==> config.mk <==
export PLATFORM = sky130hd
export DESIGN_NAME = quoted_argument_splitter_unit
export DESIGN_NICKNAME = d
export VERILOG_FILES = /design/src/qas_pkg.sv /design/src/qas_front.sv /design/src/qas_fifo.sv /design/src/qas_back.sv /design/src/quoted_argument_splitter_unit.sv
export SDC_FILE = /design/constraint.sdc
export NUM_CORES = 1
export LEC_CHECK = 0
export ABC_AREA = 0
export BUFFER_PORTS_ARGS = -buffer_cell sky130_fd_sc_hd__buf_2
export CORE_MARGIN = 2
export CORE_UTILIZATION = 50
export DETAILED_ROUTE_END_ITERATION = 16
export PLACE_DENSITY = 0.78
export SLEW_MARGIN = 20
export SYNTH_ARGS = -nofsm -noshare
export SYNTH_HDL_FRONTEND = slang
export SYNTH_SLANG_ARGS = --single-unit
==> constraint.sdc <==
create_clock -name clk -period 5.1 [get_ports clk]
set_clock_uncertainty 0.2 [all_clocks]
set_input_delay 0.765 -clock clk [delete_from_list [all_inputs] [get_ports clk]]
set_output_delay 0.765 -clock clk [all_outputs]
set_load 0.02 [all_outputs]
==> src/qas_pkg.sv <==
// Shared types, constants and helpers for the quoted argument splitter.
// No dependencies; imported by every module of the block.
package qas_pkg;

  localparam int unsigned QAS_FIFO_DEPTH = 4;
  localparam int unsigned QAS_MAX_TOKENS_RESET = 255;

  localparam logic [7:0] CH_BACKSLASH = 8'h5C;
  localparam logic [7:0] CH_QUOTE     = 8'h22;
  localparam logic [7:0] CH_NUL       = 8'h00;

  // Scan mode, one-hot
  typedef enum logic [5:0] {
    MODE_START     = 6'b000001,
    MODE_LEADWS    = 6'b000010,
    MODE_UNQUOTED  = 6'b000100,
    MODE_QUOTED    = 6'b001000,
    MODE_BETWEEN   = 6'b010000,
    MODE_IGNORE    = 6'b100000
  } mode_t;

  // One result word (last_of_run follows from its place in the entry)
  typedef struct packed {
    logic [7:0] char_out;
    logic       has_char;
    logic       token_end;
    logic [7:0] token_index;
    logic       line_done;
    logic [7:0] token_count;
  } res_t;

  // Queue entry: all results caused by one input byte (one or two)
  typedef struct packed {
    logic two;
    res_t r0;
    res_t r1;
  } ent_t;

  // Queue status seen by the back end
  typedef struct packed {
    logic empty;
    logic full;
  } fifo_stat_t;

  function automatic res_t mk_res(input logic [7:0] ch, input logic has,
                                  input logic tend, input logic [7:0] idx,
                                  input logic done, input logic [7:0] cnt);
    res_t r;
    r.char_out    = ch;
    r.has_char    = has;
    r.token_end   = tend;
    r.token_index = idx;
    r.line_done   = done;
    r.token_count = cnt;
    return r;
  endfunction

endpackage

==> src/qas_front.sv <==
// Front end: accepts line bytes, runs the scan state machine and builds
// one queue entry per byte that yields results. Depends on qas_pkg.
module qas_front import qas_pkg::*; (
  input  logic       clk,
  input  logic       rst,
  input  logic       cfg_we,
  input  logic [7:0] cfg_wdata,
  input  logic       in_valid,
  input  logic [7:0] in_byte,
  input  logic       q_full,
  output logic       in_ready,
  output logic       push,
  output ent_t       push_ent
);

  mode_t      mode, mode_next;
  logic       held_bs, held_bs_next;
  logic [7:0] tokens_seen, tokens_seen_next;
  logic [7:0] max_tokens;

  logic       accept;
  logic       is_ws;
  logic       has_res;
  logic [7:0] cur_idx;
  ent_t       ent;

  assign in_ready = !q_full;
  assign accept   = in_valid && in_ready;
  assign cur_idx  = (tokens_seen == 8'd0) ? 8'd0 : tokens_seen - 8'd1;

  always_comb begin
    is_ws            = in_byte inside {8'd32, [8'd9:8'd13]};
    mode_next        = mode;
    held_bs_next     = held_bs;
    tokens_seen_next = tokens_seen;
    has_res          = 1'b0;
    ent.two          = 1'b0;
    ent.r0           = mk_res(CH_NUL, 1'b0, 1'b0, 8'd0, 1'b0, 8'd0);
    ent.r1           = mk_res(CH_NUL, 1'b0, 1'b0, 8'd0, 1'b0, 8'd0);

    if (in_byte == CH_NUL) begin
      // end of line: close whatever is open, report the count
      has_res = 1'b1;
      case (mode)
        MODE_LEADWS: begin
          if (tokens_seen < max_tokens) begin
            ent.r0 = mk_res(CH_NUL, 1'b0, 1'b1, tokens_seen, 1'b1,
                            tokens_seen + 8'd1);
          end else begin
            ent.r0 = mk_res(CH_NUL, 1'b0, 1'b0, 8'd0, 1'b1, tokens_seen);
          end
        end
        MODE_UNQUOTED: begin
          ent.r0 = mk_res(CH_NUL, 1'b0, 1'b1, cur_idx, 1'b1, tokens_seen);
        end
        MODE_QUOTED: begin
          if (held_bs) begin
            ent.two = 1'b1;
            ent.r0  = mk_res(CH_BACKSLASH, 1'b1, 1'b0, cur_idx, 1'b0, 8'd0);
            ent.r1  = mk_res(CH_NUL, 1'b0, 1'b1, cur_idx, 1'b1, tokens_seen);
          end else begin
            ent.r0  = mk_res(CH_NUL, 1'b0, 1'b1, cur_idx, 1'b1, tokens_seen);
          end
        end
        default: begin
          ent.r0 = mk_res(CH_NUL, 1'b0, 1'b0, 8'd0, 1'b1, tokens_seen);
        end
      endcase
      mode_next        = MODE_START;
      held_bs_next     = 1'b0;
      tokens_seen_next = 8'd0;
    end else begin
      case (mode)
        MODE_START, MODE_LEADWS, MODE_BETWEEN: begin
          if (is_ws) begin
            if (mode != MODE_BETWEEN) mode_next = MODE_LEADWS;
          end else if (tokens_seen >= max_tokens) begin
            mode_next = MODE_IGNORE;
          end else begin
            tokens_seen_next = tokens_seen + 8'd1;
            if (in_byte == CH_QUOTE) begin
              mode_next    = MODE_QUOTED;
              held_bs_next = 1'b0;
            end else begin
              mode_next = MODE_UNQUOTED;
              has_res   = 1'b1;
              ent.r0    = mk_res(in_byte, 1'b1, 1'b0, tokens_seen, 1'b0, 8'd0);
            end
          end
        end
        MODE_UNQUOTED: begin
          has_res = 1'b1;
          if (is_ws) begin
            ent.r0    = mk_res(CH_NUL, 1'b0, 1'b1, cur_idx, 1'b0, 8'd0);
            mode_next = MODE_BETWEEN;
          end else begin
            ent.r0    = mk_res(in_byte, 1'b1, 1'b0, cur_idx, 1'b0, 8'd0);
          end
        end
        MODE_QUOTED: begin
          if (held_bs) begin
            has_res = 1'b1;
            if (in_byte == CH_QUOTE) begin
              ent.r0       = mk_res(CH_QUOTE, 1'b1, 1'b0, cur_idx, 1'b0, 8'd0);
              held_bs_next = 1'b0;
            end else if (in_byte == CH_BACKSLASH) begin
              // flush the old backslash, hold the new one
              ent.r0 = mk_res(CH_BACKSLASH, 1'b1, 1'b0, cur_idx, 1'b0, 8'd0);
            end else begin
              ent.two      = 1'b1;
              ent.r0       = mk_res(CH_BACKSLASH, 1'b1, 1'b0, cur_idx, 1'b0, 8'd0);
              ent.r1       = mk_res(in_byte, 1'b1, 1'b0, cur_idx, 1'b0, 8'd0);
              held_bs_next = 1'b0;
            end
          end else if (in_byte == CH_QUOTE) begin
            has_res   = 1'b1;
            ent.r0    = mk_res(CH_NUL, 1'b0, 1'b1, cur_idx, 1'b0, 8'd0);
            mode_next = MODE_BETWEEN;
          end else if (in_byte == CH_BACKSLASH) begin
            held_bs_next = 1'b1;
          end else begin
            has_res = 1'b1;
            ent.r0  = mk_res(in_byte, 1'b1, 1'b0, cur_idx, 1'b0, 8'd0);
          end
        end
        default: begin
          // ignore state: drop the rest of the line
        end
      endcase
    end
  end

  assign push     = accept && has_res;
  assign push_ent = ent;

  always_ff @(posedge clk) begin
    if (rst) begin
      mode        <= MODE_START;
      held_bs     <= 1'b0;
      tokens_seen <= 8'd0;
      max_tokens  <= 8'(QAS_MAX_TOKENS_RESET);
    end else begin
      if (cfg_we) max_tokens <= cfg_wdata;
      if (accept) begin
        mode        <= mode_next;
        held_bs     <= held_bs_next;
        tokens_seen <= tokens_seen_next;
      end
    end
  end

endmodule

==> src/qas_fifo.sv <==
// Short entry queue between front and back end, register based.
// Depends on qas_pkg.
module qas_fifo import qas_pkg::*; #(
  parameter int unsigned DEPTH = QAS_FIFO_DEPTH
) (
  input  logic       clk,
  input  logic       rst,
  input  logic       push,
  input  ent_t       push_ent,
  input  logic       pop,
  output ent_t       head,
  output fifo_stat_t stat
);

  localparam int unsigned AW = (DEPTH > 1) ? $clog2(DEPTH) : 1;
  localparam int unsigned CW = $clog2(DEPTH + 1);

  ent_t          mem [DEPTH];
  logic [AW-1:0] wr_ptr, rd_ptr;
  logic [CW-1:0] cnt;
  logic          do_push, do_pop;

  assign stat.empty = (cnt == CW'(0));
  assign stat.full  = (cnt == CW'(DEPTH));
  assign do_push    = push && !stat.full;
  assign do_pop     = pop && !stat.empty;
  assign head       = mem[rd_ptr];

  function automatic logic [AW-1:0] wrap_inc(input logic [AW-1:0] p);
    return (p == AW'(DEPTH - 1)) ? AW'(0) : p + AW'(1);
  endfunction

  always_ff @(posedge clk) begin
    if (do_push) mem[wr_ptr] <= push_ent;
  end

  always_ff @(posedge clk) begin
    if (rst) begin
      wr_ptr <= '0;
      rd_ptr <= '0;
      cnt    <= '0;
    end else begin
      if (do_push) wr_ptr <= wrap_inc(wr_ptr);
      if (do_pop)  rd_ptr <= wrap_inc(rd_ptr);
      if (do_push && !do_pop)      cnt <= cnt + CW'(1);
      else if (do_pop && !do_push) cnt <= cnt - CW'(1);
    end
  end

endmodule

==> src/qas_back.sv <==
// Back end: plays the head queue entry out as one or two stream words
// and pops it when its last word is taken. Depends on qas_pkg.
module qas_back import qas_pkg::*; (
  input  logic        clk,
  input  logic        rst,
  input  ent_t        head,
  input  fifo_stat_t  stat,
  output logic        pop,
  output logic        m_tvalid,
  input  logic        m_tready,
  output logic [23:0] m_tdata,
  output logic [2:0]  m_tuser,
  output logic        m_tlast
);

  logic phase;   // second word of a two-word entry
  res_t cur;
  logic take;

  assign cur      = phase ? head.r1 : head.r0;
  assign m_tvalid = !stat.empty;
  assign m_tlast  = !head.two || phase;
  assign m_tdata  = {cur.token_count, cur.token_index, cur.char_out};
  assign m_tuser  = {cur.line_done, cur.token_end, cur.has_char};
  assign take     = m_tvalid && m_tready;
  assign pop      = take && m_tlast;

  always_ff @(posedge clk) begin
    if (rst) begin
      phase <= 1'b0;
    end else if (take) begin
      phase <= !m_tlast;
    end
  end

endmodule

==> src/quoted_argument_splitter_unit.sv <==
// Top level of the quoted argument splitter: front end, entry queue,
// back end. Depends on qas_pkg, qas_front, qas_fifo and qas_back.
//
//  channel   dir  handshake          payload
//  s_*       in   s_tvalid/s_tready  s_tdata  = data_byte
//  m_*       out  m_tvalid/m_tready  m_tdata, m_tuser, m_tlast = one result
//  cfg_*     in   cfg_we             cfg_wdata = max_tokens
//
// One byte is taken per cycle while the queue is not full; its results
// are queued and then played out on m_*. A byte giving two words takes
// two output words, one giving none takes nothing from the back end; the
// queue depth sets how many entries may wait for a stalled consumer.
// s_tready drops only while the queue is full.
// rst is synchronous: scan mode to start of line, count and held
// backslash cleared, queue emptied, max_tokens back to 255.
module quoted_argument_splitter_unit import qas_pkg::*; #(
  parameter int unsigned FIFO_DEPTH = QAS_FIFO_DEPTH
) (
  input  logic        clk,
  input  logic        rst,
  input  logic        cfg_we,
  input  logic [7:0]  cfg_wdata,   // max_tokens
  input  logic        s_tvalid,
  output logic        s_tready,
  input  logic [7:0]  s_tdata,     // [7:0] data_byte
  output logic        m_tvalid,
  input  logic        m_tready,
  output logic [23:0] m_tdata,     // [7:0] char_out, [15:8] token_index,
                                   // [23:16] token_count
  output logic [2:0]  m_tuser,     // [0] has_char, [1] token_end,
                                   // [2] line_done
  output logic        m_tlast      // last_of_run
);

  logic       push, pop;
  ent_t       push_ent, head;
  fifo_stat_t stat;

  // classify and scan
  qas_front u_front (
    .clk       (clk),
    .rst       (rst),
    .cfg_we    (cfg_we),
    .cfg_wdata (cfg_wdata),
    .in_valid  (s_tvalid),
    .in_byte   (s_tdata),
    .q_full    (stat.full),
    .in_ready  (s_tready),
    .push      (push),
    .push_ent  (push_ent)
  );

  // decouples the two sides
  qas_fifo #(
    .DEPTH (FIFO_DEPTH)
  ) u_fifo (
    .clk      (clk),
    .rst      (rst),
    .push     (push),
    .push_ent (push_ent),
    .pop      (pop),
    .head     (head),
    .stat     (stat)
  );

  // serialise entries into stream words
  qas_back u_back (
    .clk      (clk),
    .rst      (rst),
    .head     (head),
    .stat     (stat),
    .pop      (pop),
    .m_tvalid (m_tvalid),
    .m_tready (m_tready),
    .m_tdata  (m_tdata),
    .m_tuser  (m_tuser),
    .m_tlast  (m_tlast)
  );

`ifndef NO_ASSERTIONS
  // end of line report always closes the byte's run
  a_done_last: assert property (@(posedge clk) disable iff (rst)
    (m_tvalid && m_tuser[2]) |-> m_tlast)
    else $error("line_done word without tlast");

  // a character word never carries the end-of-line report
  a_char_not_done: assert property (@(posedge clk) disable iff (rst)
    (m_tvalid && m_tuser[0]) |-> !m_tuser[2])
    else $error("has_char and line_done together");

  // count field only on the end-of-line word
  a_count_zero: assert property (@(posedge clk) disable iff (rst)
    (m_tvalid && !m_tuser[2]) |-> (m_tdata[23:16] == 8'd0))
    else $error("token_count set without line_done");

  // queue full must stop the front end
  a_full_stall: assert property (@(posedge clk) disable iff (rst)
    stat.full |-> !s_tready)
    else $error("input ready while queue full");
`endif

endmodule
After elaboration in Yosys (flattened, before gate mapping):

Memories as Yosys holds them, arrays and structs flattened. A register that Yosys moved wholly into a read port is not among the register bits.
Cells that the tools add are included.

* equality and inequality tests: 21
* add/sub/neg operators: 6
* muxes and demuxes: 61
* reductions and logical operators: 28
* magnitude comparators: 4

Operators by type and width (count)
* 27-bit two-way mux: 11
* 27-bit one-hot mux with 3 select lines: 2
* 55-bit two-way mux: 1
* 18-bit two-way mux: 3
* 26-bit two-way mux: 2
* 6-bit two-way mux: 7
* 8-bit two-way mux: 5
* 1-bit two-way mux: 20
* 6-bit one-hot mux with 3 select lines: 1
* 8-bit by 6-bit equality test with 1-bit output (second input constant): 2
* 8-bit zero test: 2
* 1-bit logical AND: 9
* 3-bit by 1-bit inequality test with 1-bit output (second input constant): 3
* 8-bit by 1-bit adder with 8-bit output (second input constant): 1
* 8-bit by 7-bit equality test with 1-bit output (second input constant): 1
* 8-bit by 4-bit >= comparator with 1-bit output (second input constant): 1
* 8-bit >= comparator: 1
* 8-bit by 4-bit <= comparator with 1-bit output (second input constant): 1
* 8-bit < comparator: 1
* 2-bit two-way mux: 4
* 8-bit by 1-bit subtractor with 8-bit output (second input constant): 1
* 6-bit by 1-bit equality test with 1-bit output (second input constant): 1
* 6-bit by 2-bit equality test with 1-bit output (second input constant): 1
* 6-bit by 3-bit equality test with 1-bit output (second input constant): 1
* other kinds (27): 38

* RAM bits: 220
* bits in registers: 31
* memories kept: 1
* word-level logic and storage cells: 129
* bits of input ports: 21
* output and inout port bits: 30

Memory list
* u_fifo.mem: depth 4, bits a word 55, read ports 1, clocked after memory_dff 1, wr ports 1, RTL line qas_fifo.sv:18 `ent_t mem [DEPTH];`

Longest topological paths before layout:

Gate-level depths: netlist of run 1.

* depth after elaboration: 12
* mapped depth: 14
* depth with buffers taken out: 13

Modules after synthesis:

Synthesis of run 1 repeated with hierarchy kept, for this count alone.

* cell total of the unflattened synthesis: 725
* area, all modules: 11486.0 um^2

Modules (own cells, without submodules)
* qas_fifo: area an instance 8441.8 um^2, cells each 337, instances 1, sequential area each 6786.5 um^2
* qas_front: area an instance 2552.4 um^2, cells each 350, instances 1, sequential area each 460.4 um^2
* qas_back: area an instance 491.7 um^2, cells each 38, instances 1, sequential area each 20.0 um^2

Worst setup path after synthesis of run 1:

No wires, ideal clock.

* kind: input to register
* start: in s_tdata[1]
* end: mem u_fifo.mem[0][0] (netlist bit), enable pin
* library setup time: 0.417 ns
* arrival: 3.356 ns
* slack: 1.127 ns
* data required time: 4.483 ns
* path buffers: 1
* stages on the path: 6
* cell sequence: nor4_1 -> and2_1 -> clkbuf_1 -> o21ai_1 -> a31oi_2 -> and2_1

* cells in the longest elaborated chain, start to end: 10
* elaborated cells on any way between the ends: 20
* classes of those cells: order compare (2); eq/ne (3); mux (10); reduce/logical (5)

Ends and longest elaborated chain
* from (decl): RTL line quoted_argument_splitter_unit.sv:25 `input logic [7:0] s_tdata,`
* 8-bit by 4-bit >= comparator with 1-bit output (tied with other cells): RTL line qas_front.sv:32 `is_ws = in_byte inside {8'd32, [8'd9:8'd13]};`
* 1-bit logical AND (tied with other cells): RTL line qas_front.sv:32
* 2-bit nonzero test (tied with other cells): RTL line qas_front.sv:32
* 1-bit two-way mux (on tied branches): RTL line qas_front.sv:75, qas_front.sv:101
* 1-bit one-hot mux with 3 select lines: RTL line qas_front.sv:73 `case (mode)`
* 1-bit two-way mux (*): RTL line qas_front.sv:41 `if (in_byte == CH_NUL) begin`
* 1-bit logical AND (*): RTL line qas_front.sv:133 `assign push = accept && has_res;`
* 1-bit logical AND (*): RTL line qas_fifo.sv:25 `assign do_push = push && !stat.full;`
* via u_fifo.do_push: RTL line qas_fifo.sv:21 `logic do_push, do_pop;`
* 1-bit two-way mux (*): RTL line qas_fifo.sv:34 `if (do_push) mem[wr_ptr] <= push_ent;`
* 1-bit two-way mux (not written as such) (*): RTL line qas_fifo.sv:34
* to (decl): RTL line qas_fifo.sv:18

Mark *: on every way through the listed nets, which the timed path passes. The rest lies on a longest branch.

Worst setup path after layout of run 1:

* start: reg u_front.tokens_seen[0]
* end: mem u_fifo.mem[3][33] (netlist bit), enable pin

* cells in the longest elaborated chain, start to end: 9

Ends and longest elaborated chain
* from (decl): RTL line qas_front.sv:18 `logic [7:0] tokens_seen, tokens_seen_next;`
* from (signal assigned): RTL line qas_front.sv:147 `tokens_seen <= tokens_seen_next;`
* 8-bit >= comparator: RTL line qas_front.sv:77 `end else if (tokens_seen >= max_tokens) begin`
* 1-bit two-way mux: RTL line qas_front.sv:77
* 1-bit two-way mux: RTL line qas_front.sv:75 `if (is_ws) begin`
* 1-bit one-hot mux with 3 select lines: RTL line qas_front.sv:73
* 1-bit two-way mux: RTL line qas_front.sv:41
* 1-bit logical AND: RTL line qas_front.sv:133
* 1-bit logical AND: RTL line qas_fifo.sv:25
* via u_fifo.do_push: RTL line qas_fifo.sv:21
* 1-bit two-way mux: RTL line qas_fifo.sv:34
* 1-bit two-way mux (not written as such): RTL line qas_fifo.sv:34

The timed path passes the listed nets, and every way through them passes these cells.

==> impl_metrics.ini, run 1 <==
[clock_network]
cts_htree_levels = 1
cts_tree = built
cts.sinks = 249
clkTransAtPathRegs_ps = 60
clk_latency_ps = 520
holdBufCountCts = 0
cts_max_path_buffers = 3
cts_made_buffers = 24
cts_root_buf = clkbuf_16
ctsResizeCount = 0
cts_setup_buffers = 0

[floorplanning]
ios = 51
die_area_um2 = 23300
start_util = 0.507
fp.dieH_um = 153
die_w_um = 153
coreArea_um2 = 21800
rows = 54

[final_layout]
layout_common_cells = 216 x edfxtp_1, 54 x mux4_2, 50 x buf_2
final_common_cell = edfxtp_1
fin_util = 0.575
final_cells = 1082
design_area_um2 = 12500
nets = 824
drive_gt1_frac = 0.248
area_delta_synth_final_pct = 13.5
antennaDiodeCount = 0

[power_and_ir_drop]
p_per_area_nw_per_um2 = 497
p_total_w = 0.00623
p_leak_nw = 4.29
worst_ir_drop_vdd_mv = 0.339

[placement]
routabilityCongestion = 0.943
port_buffers = 50
dpl.hpwl_um = 14900
post_dp_cell_area_um2 = 11600
dp_cells = 1038

[route]
ant_nets = 0
post_drt_wl_per_cell_um = 22.0
drt_iter0_markers = 542
drc = 0
wl_um = 23900
drt_pass1_iterations = 7
vias_per_cell = 6.14
num_vias = 6642

[sta]
rsz0062_at_grt = false
period_share = 0.769
clock.fmax_mhz = 255
setup_tns_ps = 0
slew_violations = 0
finalHoldViolations = 0
fin_crit_ps = 3920
worstMarginPinSlew_ps = 1100
setup_viol = 0
maxSlewHeadroom = 0.264

[flow_run]
maxCapViolations = 0

[synthesis]
syn_avg_cell_area_um2 = 15.0
synth_edf_count = 216
synth_cell_types = 58
synth_top_cell_area_share = 0.588
synth_top_cell_by_area = edfxtp_1
ys_seq_area_frac = 0.648
ys.flop_type = edfxtp_1
netlist_area_um2 = 11000
synthCells = 734
yosysWarnings = 0
synth_seq_cells = 249
ys_top_cells_by_area = edfxtp_1 59%, mux4_2 11%, dfxtp_1 6.0%
synth_nets = 774
async_reset_ff_frac = 0

[worst_setup_path]
cp.arrival_ps = 3920
crit_required_ps = 5100
start_kind = flop
critPathKind = reg2reg
crit_fanout = 39
end_kind = flop

[grt]
grt_pass1_wl_um = 37300
overflow = 0
grt_max_degree = 55
grt_pass1_vias = 6623
grtUsageTotal = 0.205
antenna_found_initial = 0

[run_status]
status = complete, no violations

[hold_path]
worst_hold_path_type = in2reg
==> state kept, by name, summed over array words and instances, names as in the netlist, named ones only <==
register,flops
u_fifo.cnt,3
u_front.max_tokens,8
u_front.held_bs,1
u_fifo.rd_ptr,2
u_front.mode,6
u_back.phase,1
u_front.tokens_seen,8
u_fifo.mem,216
u_fifo.wr_ptr,2
==> layer usage <==
metal / up-vias / routed length [um] / global-route usage
li1: 2973 / - / -
met1: 3316 / 9610 / 0.279
met2: 299 / 11700 / 0.339
met3: 54 / 1750 / 0.0307
met4: 0 / 840 / 0.0772
met5: - / 0 / 0
==> logic make-up after synthesis <==
group,after synthesis,share of synthesized area
fa+ha+maj,19,0.0222
buf+inv,61,0.0212
flops,249,0.648
mux,88,0.144
compound gates,122,0.0701
xor+xnor,6,0.00476
simple gates,189,0.0897
==> power breakdown <==
group | switching (W) | leakage (nW) | total, W | internal [W]
clock | 0.000738 | 0.460 | 0.00205 | 0.00132
combinational | 0.000899 | 1.61 | 0.00153 | 0.000634
sequential | 0.000126 | 2.22 | 0.00264 | 0.00251
==> worst paths after layout <==
path	start	slack (ps)	end	depth (start not counted)
worst max-delay path	u_front.tokens_seen[0]	1180	u_fifo.mem[3][33]	8
worst min-delay path	cfg_wdata[7]	270	u_front.max_tokens[7]	3
worst max register to register	u_front.tokens_seen[0]	1180	u_fifo.mem[3][33]	8
worst min register to register	u_fifo.cnt[2]	310	u_fifo.cnt[2]	2
==> critical path, cell delays in order (launching register included) <==
cell     delay [ps]
dfxtp_1         580
inv_1           240
ha_1            320
nand4_1          90
a31o_2          210
nand3_1         150
a31oi_2         410
and2_2          930
buf_4           410
==> area by class of cell <==
class	count	area [um^2]
Clock inverter	16	287
Sequential cell	249	7150
Tap cell	280	350
Inverter	22	82.6
Timing Repair Buffer	63	348
Fill cell	1635	9240
Multi-Input combinational cell	424	3650
Clock buffer	28	647
==> synthesized netlist by cell type, types with 7 or more instances <==
cell type / n
nor2_1: 42
and3_1: 17
or3_1: 17
nor3_1: 14
mux2i_1: 9
ha_1: 18
nand2_1: 40
edfxtp_1: 216
a21o_1: 7
nor2b_1: 7
inv_1: 21
dfxtp_1: 33
mux2_2: 25
clkbuf_1: 32
and2_1: 10
o21ai_0: 34
o211ai_1: 10
a21oi_1: 48
mux4_2: 54
nand3_1: 16
==> per-stage QoR <==
stage | worst slack [ps] | hold slack [ps]
floorplan | 1130 | 248
global placement | 834 | 285
CTS | 1160 | 254
global route | 919 | 273
finish | 1180 | 266
detailed placement | 823 | 301
Note: power is estimated with default switching activity, not from simulation.
==> run 2: changes to the inputs <==
PLACE_DENSITY = 0.81   (was 0.78)
clock period = 3.6 ns   (was 5.1 ns; I/O delays follow)
==> impl_metrics.ini, run 2 (same netlist as run 1, synthesis figures left out) <==
[sta]
rsz0062_at_grt = false
setup_viol = 0
clock.fmax_mhz = 305
timing.hold.ws_ps = 42.5
worstMarginPinSlew_ps = 754
slew_violations = 0
period_share = 0.912
maxSlewHeadroom = 0.491
fin_crit_ps = 3280
setup_tns_ps = 0
finalHoldViolations = 0

[route]
post_drt_wl_per_cell_um = 20.9
wl_um = 22900
vias_per_cell = 6.03
drt_iter0_markers = 491
drt_pass1_iterations = 5
drc = 0
num_vias = 6598
ant_nets = 0

[worst_setup_path]
crit_cells = 12
path_common_cell = ha_1
cp_slowest_stage_delay_ps = 430
reg2regPathDepth = 12
crit_path_top_delay_cell = fa_1
cp.arrival_ps = 3520
critPathKind = reg2reg
critPathTopFamily = adder cells
crit_chain = ha_1, nor2b_1, o211ai_1, a31o_2, nand3_1, a31oi_2, ha_1, inv_1, fa_1, xor2_1, or3_1, a21oi_1
crit_fanout = 8
start_kind = flop
cp_num_buf_inv = 1
end_kind = flop
crit_required_ps = 3840

[clock_network]
cts_root_buf = clkbuf_16
cts_tree = built
cts_max_path_buffers = 3
cts_made_buffers = 24
clkTransAtPathRegs_ps = 60
cts_htree_levels = 1
ctsResizeCount = 0
holdBufCountCts = 0
clk_latency_ps = 510
cts_setup_buffers = 0
cts.sinks = 249

[floorplanning]
coreArea_um2 = 21800
die_area_um2 = 23300
fp.dieH_um = 153
rows = 54
die_w_um = 153
ios = 51
start_util = 0.507

[power_and_ir_drop]
worst_ir_drop_vdd_mv = 0.341
p_per_area_nw_per_um2 = 663
p_leak_nw = 4.26
p_total_w = 0.00828

[grt]
grt_pass1_vias = 6645
grt_max_degree = 55
overflow = 0
grt_pass1_wl_um = 36400
grtUsageTotal = 0.197
antenna_found_initial = 0

[final_layout]
area_delta_synth_final_pct = 13.1
antennaDiodeCount = 0
top_regs = u_fifo.mem x216, u_front.max_tokens x8, u_front.tokens_seen x8
top_register = u_fifo.mem
largest_reg_flops = 216
final_common_cell = edfxtp_1
layout_common_cells = 216 x edfxtp_1, 54 x mux4_2, 50 x buf_2
drive_gt1_frac = 0.251
nets = 836
fill_cells = 1643

[placement]
routabilityCongestion = 0.932
dpl.hpwl_um = 14100
port_buffers = 50

[flow_run]
maxCapViolations = 0

[hold_path]
worst_hold_path_type = in2reg
worstHoldPathCells = 3

[run_status]
status = complete, no violations
run 2: layout make-up:
cell class / count / area, um^2 / area share
multi-input cells: 424 / 3650 / 0.293
well taps: 280 / 350 / 0.0281
clock inverters: 12 / 86.3 / 0.00692
inverters: 22 / 82.6 / 0.00662
flip-flops and latches: 249 / 7150 / 0.573
repair buffers: 75 / 500 / 0.0401
clock buffers: 32 / 652 / 0.0522
run 2: metrics by stage:
| step | instance area (um^2) | util | cells | setup WS [ps] |
|---|---|---|---|---|
| 3_5_place_dp | 11700 | 0.540 | 1050 | 147 |
| 2_1_floorplan | 11000 | - | 734 | 259 |
| 6_report | 12500 | 0.574 | 1094 | 317 |
| 5_1_grt | 12500 | 0.574 | 1094 | 62.9 |
| 4_1_cts | 12500 | 0.573 | 1094 | 241 |
| 3_3_place_gp | 11700 | 0.540 | 1050 | 186 |
run 2: worst paths after layout:
check,start,endpoint,slack (ps)
worst min-delay path,cfg_wdata[0],u_front.max_tokens[0],40
worst max-delay path,u_front.tokens_seen[1],u_fifo.cnt[2],320
worst max register to register,u_front.tokens_seen[1],u_fifo.cnt[2],320
worst min register to register,u_front.max_tokens[1],u_front.max_tokens[1],300
run 2: routing by layer:
layer / routed length, um / track usage / up-vias
met4: 491 / 0.0547 / 0
met1: 9560 / 0.271 / 3320
met5: 0 / 0 / -
li1: - / - / 3001
met3: 1310 / 0.0245 / 36
met2: 11500 / 0.337 / 241
run 2: power breakdown:
group	internal, W	switching [W]
Sequential	0.00356	0.000117
Combinational	0.000946	0.00130
Clock	0.00134	0.00101
Total	0.00585	0.00243
run 2: worst register-to-register path, cell delays in order (launching register included):
cell,delay (ps)
dfxtp_2,420
ha_1,270
nor2b_1,130
o211ai_1,190
a31o_2,230
nand3_1,150
a31oi_2,290
ha_1,230
inv_1,70
fa_1,430
xor2_1,180
or3_1,300
a21oi_1,140
==> run 3: changes to the inputs <==
--- a/config.mk
+++ b/config.mk
@@ -11,2 +11,3 @@
 export CORE_UTILIZATION = 50
+export CTS_CLUSTER_DIAMETER = 100
 export DETAILED_ROUTE_END_ITERATION = 16
--- a/constraint.sdc
+++ b/constraint.sdc
@@ -4,2 +4,2 @@
 set_output_delay 0.54 -clock clk [all_outputs]
-set_load 0.02 [all_outputs]
+set_load 0.005 [all_outputs]
==> impl_metrics.ini, run 3 (same netlist as run 1, synthesis figures left out) <==
[run_status]
status = complete, no violations

[clock_network]
holdBufCountCts = 0
clkTransAtPathRegs_ps = 70
cts_max_path_buffers = 3
cts_htree_levels = 1
clk_latency_ps = 510
ctsResizeCount = 0
cts_tree = built
cts_made_buffers = 24
cts_setup_buffers = 0
cts_root_buf = clkbuf_16
cts.sinks = 249

[final_layout]
area_delta_synth_final_pct = 14.1
fill_cells = 1643
final_common_cell = edfxtp_1
antennaDiodeCount = 0
nets = 836
top_register = u_fifo.mem
final_cells = 1094
drive_gt1_frac = 0.257
layout_common_cells = 216 x edfxtp_1, 54 x mux4_2, 50 x buf_2
seq_area_um2 = 7150
largest_reg_flops = 216
multi_input_area_um2 = 3650
top_regs = u_fifo.mem x216, u_front.max_tokens x8, u_front.tokens_seen x8

[route]
drt_iter0_markers = 585
post_drt_wl_per_cell_um = 21.5
drc = 0
vias_per_cell = 6.04
num_vias = 6607
wl_um = 23500
drt_pass1_iterations = 7
ant_nets = 0

[sta]
finalHoldViolations = 0
rsz0062_at_grt = false
setup_tns_ps = 0
slew_violations = 0
setup_viol = 0
clock.fmax_mhz = 292
setup_slack_ps = 174
period_share = 0.952
fin_crit_ps = 3430
worstMarginPinSlew_ps = 794
maxSlewHeadroom = 0.464

[power_and_ir_drop]
power.switching_w = 0.00225
worst_ir_drop_vdd_mv = 0.369
pwr-share-seq = 0.443
combPwrFrac = 0.245
p_sw_frac = 0.271
p_per_area_nw_per_um2 = 660
p_total_w = 0.00831
p_leak_nw = 4.32
clockPowerShare = 0.312
intPower_w = 0.00606

[floorplanning]
fp.dieH_um = 153
die_w_um = 153
start_util = 0.507
rows = 54
die_area_um2 = 23300
ios = 51
coreArea_um2 = 21800

[placement]
dpl.hpwl_um = 14800
dp_cells = 1050
dp_slack_ps = 118
port_buffers = 50
routabilityCongestion = 0.958

[worst_setup_path]
end_kind = flop
crit_chain = ha_1, nor2b_1, o211ai_1, a31o_2, nand3_1, a31oi_2, ha_1, inv_1, fa_1, xor2_1, or3_1, a21oi_1
crit_required_ps = 3840
crit_path_top_delay_cell = dfxtp_1
start_kind = flop
crit_fanout = 8
critPathKind = reg2reg
path_common_cell = ha_1
cp.arrival_ps = 3670
cp_slowest_stage_delay_ps = 480

[hold_path]
worst_hold_path_type = in2reg

[grt]
grt_pass1_wl_um = 37100
grt_max_degree = 55
grt_pass1_vias = 6551
overflow = 0
antenna_found_initial = 0
grtUsageTotal = 0.202

[flow_run]
maxCapViolations = 0
[run 3: path summary, 6_finish.rpt]
| path | end | startpoint | cells past startpoint | slack (ps) |
|---|---|---|---|---|
| setup / recovery | u_fifo.cnt[2] | u_front.tokens_seen[1] | 12 | 170 |
| hold / removal | u_front.max_tokens[0] | cfg_wdata[0] | 3 | 50 |
| setup reg to reg | u_fifo.cnt[2] | u_front.tokens_seen[1] | 12 | 170 |
| hold reg to reg | u_front.max_tokens[5] | u_front.max_tokens[5] | 2 | 310 |
[run 3: layout make-up]
cell class,instances,area share
inverter,22,0.00656
timing repair buffer,75,0.0408
sequential,249,0.568
tap,280,0.0278
clock inverter,13,0.0114
clock buffer,31,0.0547
multi-input combinational,424,0.290
[run 3: metrics by stage]
stage / area (um^2) / hold slack [ps] / utilization
after floorplan: 11000 / 248 / -
after global placement: 11800 / 283 / 0.540
after detailed placement: 11800 / 295 / 0.540
after CTS: 12600 / 43.9 / 0.578
after global routing: 12600 / 61.2 / 0.578
final: 12600 / 49.6 / 0.578
[run 3: power groups by stage]
stage | Clock, W | Combinational [W] | Sequential, W
CTS | 0.00263 | 0.00206 | 0.00368
global placement | 0 | 0.00202 | 0.00371
global route | 0.00273 | 0.00222 | 0.00371
detailed placement | 0 | 0.00204 | 0.00374
floorplan | 0 | 0.00139 | 0.00369
finish | 0.00259 | 0.00204 | 0.00368
[run 3: metal layers]
layer | global-route usage | up-vias | share of wire
li1 | - | 2989 | -
met1 | 0.283 | 3300 | 0.41
met2 | 0.341 | 285 | 0.50
met3 | 0.0259 | 33 | 0.064
met4 | 0.0489 | 0 | 0.019
met5 | 0 | - | 0
[run 3: worst max-delay path, delay by kind of cell, from the launching register on]
kind                       cells  cell delay (ps)
buffers and inverters          1               70
DFF                            1              480
AOI/OAI and AO/OA              4              880
adders and majority gates      3              960
xor gates and xnor gates       1              180
and+or+nand+nor                3              590
